==> src/rtl/core/tea_pkg.sv <==
// ----------------------------------------------------------------------------
// tea_pkg
// Shared types and constants of the earliest-arrival edge scan block.
// ----------------------------------------------------------------------------
package tea_pkg;

  localparam int unsigned TIME_W  = 31;
  localparam int unsigned VERT_W  = 12;
  localparam int unsigned EPOCH_W = 8;

  localparam logic [TIME_W-1:0]  UNREACHED = {TIME_W{1'b1}};
  localparam logic [EPOCH_W-1:0] EPOCH_MAX = {EPOCH_W{1'b1}};
  localparam logic [EPOCH_W-1:0] EPOCH_FIRST = EPOCH_W'(1);

  // operation codes; the unused code behaves as a read
  localparam logic [1:0] OP_START = 2'd0;
  localparam logic [1:0] OP_RELAX = 2'd1;
  localparam logic [1:0] OP_READ  = 2'd2;

  // one label memory word: query tag plus arrival time
  typedef struct packed {
    logic [EPOCH_W-1:0] tag;
    logic [TIME_W-1:0]  label;
  } label_entry_t;

  typedef enum logic [1:0] {
    S_CLEAR,
    S_IDLE,
    S_EXEC,
    S_START_FIN
  } seq_state_t;

  typedef struct packed {
    logic in_ready;
    logic finish;
    logic clearing;
  } seq_ctl_t;

endpackage

==> src/rtl/core/tea_seq.sv <==
// ----------------------------------------------------------------------------
// tea_seq
// Item sequencer: accept / execute steps, query epoch and the clearing sweep.
// ----------------------------------------------------------------------------
module tea_seq #(
  parameter int unsigned DEPTH  = 4096,
  parameter int unsigned ADDR_W = 12
) (
  input  logic                         clk,
  input  logic                         rst_n,
  input  logic                         in_accept,
  input  logic                         is_start,
  input  logic                         out_free,
  output tea_pkg::seq_ctl_t            ctl,
  output logic [ADDR_W-1:0]            clr_addr_r,
  output logic [tea_pkg::EPOCH_W-1:0]  epoch_r,
  output logic [tea_pkg::EPOCH_W-1:0]  wr_epoch
);
  import tea_pkg::*;

  localparam logic [ADDR_W-1:0] CLR_LAST = ADDR_W'(DEPTH - 1);

  seq_state_t         state_r, state_nxt;
  logic               pend_start_r, pend_start_nxt;
  logic [ADDR_W-1:0]  clr_addr_nxt;
  logic [EPOCH_W-1:0] epoch_nxt;
  logic               wrap;
  logic               clr_end;

  assign wrap    = (epoch_r == EPOCH_MAX);
  assign clr_end = (state_r == S_CLEAR) && (clr_addr_r == CLR_LAST);

  // next state
  always_comb begin
    state_nxt = state_r;
    case (state_r)
      S_CLEAR: begin
        if (clr_end) begin
          state_nxt = pend_start_r ? S_START_FIN : S_IDLE;
        end
      end
      S_IDLE: begin
        if (in_accept) begin
          state_nxt = S_EXEC;
        end
      end
      S_EXEC: begin
        if (is_start && wrap) begin
          state_nxt = S_CLEAR;
        end else if (out_free) begin
          state_nxt = S_IDLE;
        end
      end
      S_START_FIN: begin
        if (out_free) begin
          state_nxt = S_IDLE;
        end
      end
      default: state_nxt = S_CLEAR;
    endcase
  end

  // outputs
  always_comb begin
    ctl.in_ready = 1'b0;
    ctl.finish   = 1'b0;
    ctl.clearing = 1'b0;
    wr_epoch     = epoch_r;
    case (state_r)
      S_CLEAR: ctl.clearing = 1'b1;
      S_IDLE:  ctl.in_ready = 1'b1;
      S_EXEC: begin
        ctl.finish = out_free && !(is_start && wrap);
        // only a start query moves to a new tag
        wr_epoch   = is_start ? epoch_r + 1'b1 : epoch_r;
      end
      S_START_FIN: ctl.finish = out_free;
      default: ctl.clearing = 1'b0;
    endcase
  end

  always_comb begin
    pend_start_nxt = pend_start_r;
    clr_addr_nxt   = clr_addr_r;
    epoch_nxt      = epoch_r;
    if (state_r == S_CLEAR) begin
      clr_addr_nxt = clr_addr_r + 1'b1;
      if (clr_end) begin
        clr_addr_nxt = '0;
        epoch_nxt    = EPOCH_FIRST;
      end
    end
    if ((state_r == S_EXEC) && is_start && wrap) begin
      pend_start_nxt = 1'b1;
    end
    if ((state_r == S_START_FIN) && out_free) begin
      pend_start_nxt = 1'b0;
    end
    if ((state_r == S_EXEC) && ctl.finish && is_start) begin
      epoch_nxt = wr_epoch;
    end
  end

  always_ff @(posedge clk) begin
    if (!rst_n) begin
      state_r      <= S_CLEAR;
      pend_start_r <= 1'b0;
      clr_addr_r   <= '0;
      epoch_r      <= EPOCH_FIRST;
    end else begin
      state_r      <= state_nxt;
      pend_start_r <= pend_start_nxt;
      clr_addr_r   <= clr_addr_nxt;
      epoch_r      <= epoch_nxt;
    end
  end

endmodule

==> config.mk <==
export PLATFORM = sky130hd
export DESIGN_NAME = tea_seq
export DESIGN_NICKNAME = d
export VERILOG_FILES = /design/src/rtl/core/tea_pkg.sv /design/src/rtl/core/tea_seq.sv
export SDC_FILE = /design/constraint.sdc
export NUM_CORES = 1
export LEC_CHECK = 0
export ABC_AREA = 1
export BUFFER_PORTS_ARGS = -buffer_cell sky130_fd_sc_hd__buf_2
export CAP_MARGIN = 20
export CORE_ASPECT_RATIO = 0.7
export CORE_MARGIN = 4
export CORE_UTILIZATION = 46
export DETAILED_ROUTE_END_ITERATION = 12
export PLACE_DENSITY = 0.79
export SLEW_MARGIN = 30
export SYNTH_ARGS = -nofsm -noshare
export SYNTH_HDL_FRONTEND = slang
export SYNTH_SLANG_ARGS = --single-unit
==> constraint.sdc <==
create_clock -name clk -period 1.3 [get_ports clk]
set_input_delay 0.13 -clock clk [delete_from_list [all_inputs] [get_ports clk]]
set_output_delay 0.13 -clock clk [all_outputs]
set_load 0.05 [all_outputs]
==> results of run 1 <==
-- per-stage QoR --
step | std cells | util | setup WS (ps) | TNS [ps]
after floorplan | 181 | - | -353 | -3790
after global placement | 281 | 0.737 | -153 | -1230
after detailed placement | 281 | 0.737 | -183 | -2220
after CTS | 296 | 0.884 | -372 | -3810
-- repair_timing --
| item | in CTS |
|---|---|
| setup endpoints to repair | 27 |
| buffers inserted | 12 |
| pin swaps | 27 |
| hold buffers | 0 |
| resized for setup | 70 |
-- logic make-up after synthesis --
group,count (synthesis),synth area share
AND/OR/NAND/NOR,97,0.372
adder cells (fa/ha/maj),2,0.0197
AO/OA/AOI/OAI,23,0.100
XOR/XNOR,8,0.0610
flip-flops,23,0.362
buffers and inverters,28,0.0846
-- Yosys cell counts --
| cell type | n | area share |
|---|---|---|
| nand2_1 | 48 | 0.14 |
| a41oi_1 | 1 | 0.0069 |
| nor3b_1 | 2 | 0.012 |
| nor2_4 | 5 | 0.044 |
| nor2_1 | 13 | 0.038 |
| inv_4 | 1 | 0.0049 |
| nand4_1 | 4 | 0.020 |
| clkbuf_1 | 1 | 0.0029 |
| a211oi_1 | 1 | 0.0059 |
| xor2_1 | 5 | 0.034 |
| ha_1 | 2 | 0.020 |
| dfxtp_1 | 23 | 0.36 |
| nor3_1 | 2 | 0.0079 |
| nand3_1 | 13 | 0.051 |
| nor2_2 | 2 | 0.0098 |
| xnor2_1 | 2 | 0.014 |
| nand3b_1 | 1 | 0.0059 |
| nand3_2 | 1 | 0.0079 |
| nand2_4 | 1 | 0.0089 |
| and3_1 | 1 | 0.0049 |
| inv_1 | 26 | 0.077 |
| xor2_2 | 1 | 0.013 |
| o21ai_0 | 4 | 0.016 |
| a21oi_1 | 15 | 0.059 |
| nand2_2 | 4 | 0.020 |
| o21bai_1 | 1 | 0.0059 |
| a221oi_1 | 1 | 0.0069 |
==> out/metrics.cfg, run 1 <==
[clock_tree]
clock_sinks = 23
cts_root_buf = clkbuf_8
cts_buffer_depth = 2
cts_buffers = 3
cts-htree-levels = 1

[floorplan]
fp.dieH_um = 52.0
pin_count = 36
rows = 15
start_util = 0.498
die_w_um = 70.8

[yosys]
synthCells = 181
ys_warn_count = 0
ys_ff_latch = 23
synth_seq_area_share = 0.362
syn_nets = 188
synth.avg_cell_area_um2 = 7.02
syn_area_um2 = 1270
synth_cell_type_count = 27

[run_status]
haltStage = global routing (5_1_grt)
outcome = stopped before the end
error = [ERROR DPL-0038] Utilization greater than 100%, impossible to legalize

[place]
dpl-instance-area_um2 = 1880
hpwl_um = 2990
place.gp.congestion = 0.895
portBuffers = 35

[timing]
crit_endpoint = wr_epoch[6]
worstEpCategory = output port

[global_routing]
grt_max_degree = 15

==> run 2, diff against run 1 <==
- CORE_AREA: unset -> 4 4 65 67
- CORE_ASPECT_RATIO: 0.7 -> unset
- CORE_MARGIN: 4 -> unset
- CORE_UTILIZATION: 46 -> unset
- DIE_AREA: unset -> 0 0 69 71
- PLACE_DENSITY: 0.79 -> unset
- PLACE_DENSITY_LB_ADDON: unset -> 0.15
- clock period: 1.3 -> 1.7 ns (I/O delays scaled with it)
==> out/metrics.cfg, run 2 <==
[floorplan]
start_util = 0.350  ; -0.148
die_w_um = 69  ; -2.6%
die_area_um2 = 4900
fp.coreArea_um2 = 3630
pin_count = 36  ; unchanged
fp.dieH_um = 71  ; +37%
rows = 22  ; +7

[final_layout]
diodes = 0
final_util = 0.479
final_common_cell = nand2_1
nFillCells = 392
final_nets = 236
final_cell_mix = 46 x nand2_1, 28 x buf_2, 24 x inv_1
top_regs = clr_addr_r (12), epoch_r (8), state_r (2)
largest_register = clr_addr_r
syn2layout_area_growth_pct = 36.9
drive_above_1_share = 0.364
largest_reg_flops = 12

[route]
wl_met3_um = 161
firstDrtPassIters = 4
top_layer = met4
wl_per_cell_um = 11.4
post_drt_via_cell_ratio = 4.69
drc_errors = 0
vias = 1295
met2_length_um = 1610
first_iter_violations = 63
ant_nets = 0
wl_met1_um = 1350
routed_wl_um = 3140

[global_routing]
grt_usage = 0.134
grt_pass1_wl_um = 5490
grt_pass1_vias = 1274
grt-ovfl-total = 0
grt_max_degree = 15
antenna_found_initial = 0

[yosys]
synth_cell_type_count = 27  ; unchanged
synth_edf_count = 0  ; unchanged
ys_warn_count = 0  ; unchanged
yosys.area.top_type = dfxtp_1
synth.avg_cell_area_um2 = 7.02  ; unchanged
ys_ff_latch = 23  ; unchanged
syn_nets = 188  ; unchanged
synthMostInstantiatedCell = nand2_1
netlist_top_cells_count = 48 x nand2_1, 26 x inv_1, 23 x dfxtp_1
async_flop_share = 0  ; unchanged
synth_seq_area_share = 0.362  ; unchanged
synth_top_area_share = 0.362  ; unchanged
ys_top_cells_by_area = dfxtp_1 36%, nand2_1 14%, inv_1 7.7%, a21oi_1 5.9%, nand3_1 5.1%
synthCells = 181  ; unchanged
syn_area_um2 = 1270  ; unchanged
synth_flop_cell = dfxtp_1

[critical_path]
worst-r2r-setup-slack_ps = 160
path_max_fanout = 3
critPathRequiredTime_ps = 1530
end_kind = output pin
start_kind = flip-flop
cp.arrival_ps = 1530
crit_type = flip-flop to output pin

[pwr]
leakage_uw = 0.000835
totalPowerFinal_uw = 964
p_per_area_nw_per_um2 = 554
ir_worst_vdd_mv = 0.525

[hold_path]
hold_path_class = input pin to flip-flop

[timing]
finalCriticalPeriod_ps = 1700
finalHoldViolations = 0
fmax_ghz = 0.588
max_slew_margin = 0.668
fin_crit_sh = 1.00
fin_worst_skew_ps = 2.59
finalSetupViolations = 1
drv_slew = 0
worstMarginPinSlew_ps = 498
rsz0062_at_grt = true
fin_ws_ps = -0.740

[clock_tree]
cts_buffer_depth = 2  ; unchanged
cts_buffers = 3  ; unchanged
clock_sinks = 23  ; unchanged
hold_buffers = 0  ; unchanged
cts_root_buf = clkbuf_8
clk_latency_ps = 270
cts-htree-levels = 1  ; unchanged
clk_pin_slew_ps = 90
cts_tree = yes

[run]
cap_violations = 0

[place]
portBuffers = 35  ; unchanged
place_ws_ps = 110  ; +294 ps
hpwl_um = 2380  ; -20%
place.gp.congestion = 0.793  ; -11%

[run_status]
outcome = finished, violations left
violations = negative setup slack

==> run 2: cell counts after synthesis <==
Identical to the previous run, type by type.
==> run 2: final cells by class <==
cell class / instances / area [µm²] / area share
tap: 48 / 60.1 / 0.0345
inverter: 27 / 104 / 0.0597
multi-input combinational: 130 / 767 / 0.441
timing repair buffer: 44 / 283 / 0.162
clock buffer: 3 / 41.3 / 0.0237
clock inverter: 1 / 6.26 / 0.00359
sequential: 23 / 479 / 0.275
==> run 2: metrics by stage <==
stage	hold slack, ps	setup TNS [ps]	std cells	area [µm²]
floorplan	280	0	181	1320
finish	114	-0.740	276	1740
CTS	113	-55.1	276	1710
global placement	402	0	266	1580
global route	120	-210	276	1740
detailed placement	409	0	266	1580
==> run 2: where the power goes <==
part	switching [µW]	internal, µW
Sequential	6.56	542
Combinational	43.6	16.0
Clock	189	167
==> run 2: layer usage <==
| layer | global-route usage | vias up |
|---|---|---|
| met5 | 0 | - |
| met4 | 0.0325 | 0 |
| met3 | 0.0412 | 2 |
| met2 | 0.233 | 24 |
| met1 | 0.162 | 598 |
| li1 | - | 671 |
==> run 2: path summary, 6_finish.rpt <==
check	cells past startpoint	end	startpoint
setup / recovery	7	wr_epoch[6]	epoch_r[1]
hold / removal	2	pend_start_r	out_free
setup reg to reg	10	epoch_r[4]	epoch_r[1]
hold reg to reg	2	clr_addr_r[11]	clr_addr_r[11]
==> run 2: cells by family (layout without fill, tap and decap cells) <==
| family | after synthesis | count (layout) | share of synthesized area |
|---|---|---|---|
| xor gates and xnor gates | 8 | 8 | 0.0610 |
| buffers and inverters | 28 | 75 | 0.0846 |
| adders and majority gates | 2 | 2 | 0.0197 |
| DFF | 23 | 23 | 0.362 |
| AOI/OAI and AO/OA | 23 | 23 | 0.100 |
| and+or+nand+nor | 97 | 97 | 0.372 |
==> run 2: critical path, stage by stage, from the launching register on <==
cell	delay (ps)
dfxtp_4	370
ha_4	150
nand2_4	50
nor2_4	120
nand2_2	100
nor2_4	140
xor2_4	170
buf_6	170
==> run 2: timing repair <==
action                     in CTS  in global routing
buffers inserted                6                  0
pin swaps                       5                  6
gates resized for setup        13                 11
setup endpoints to repair       6                  9
Power figures use the tool's default switching activity.
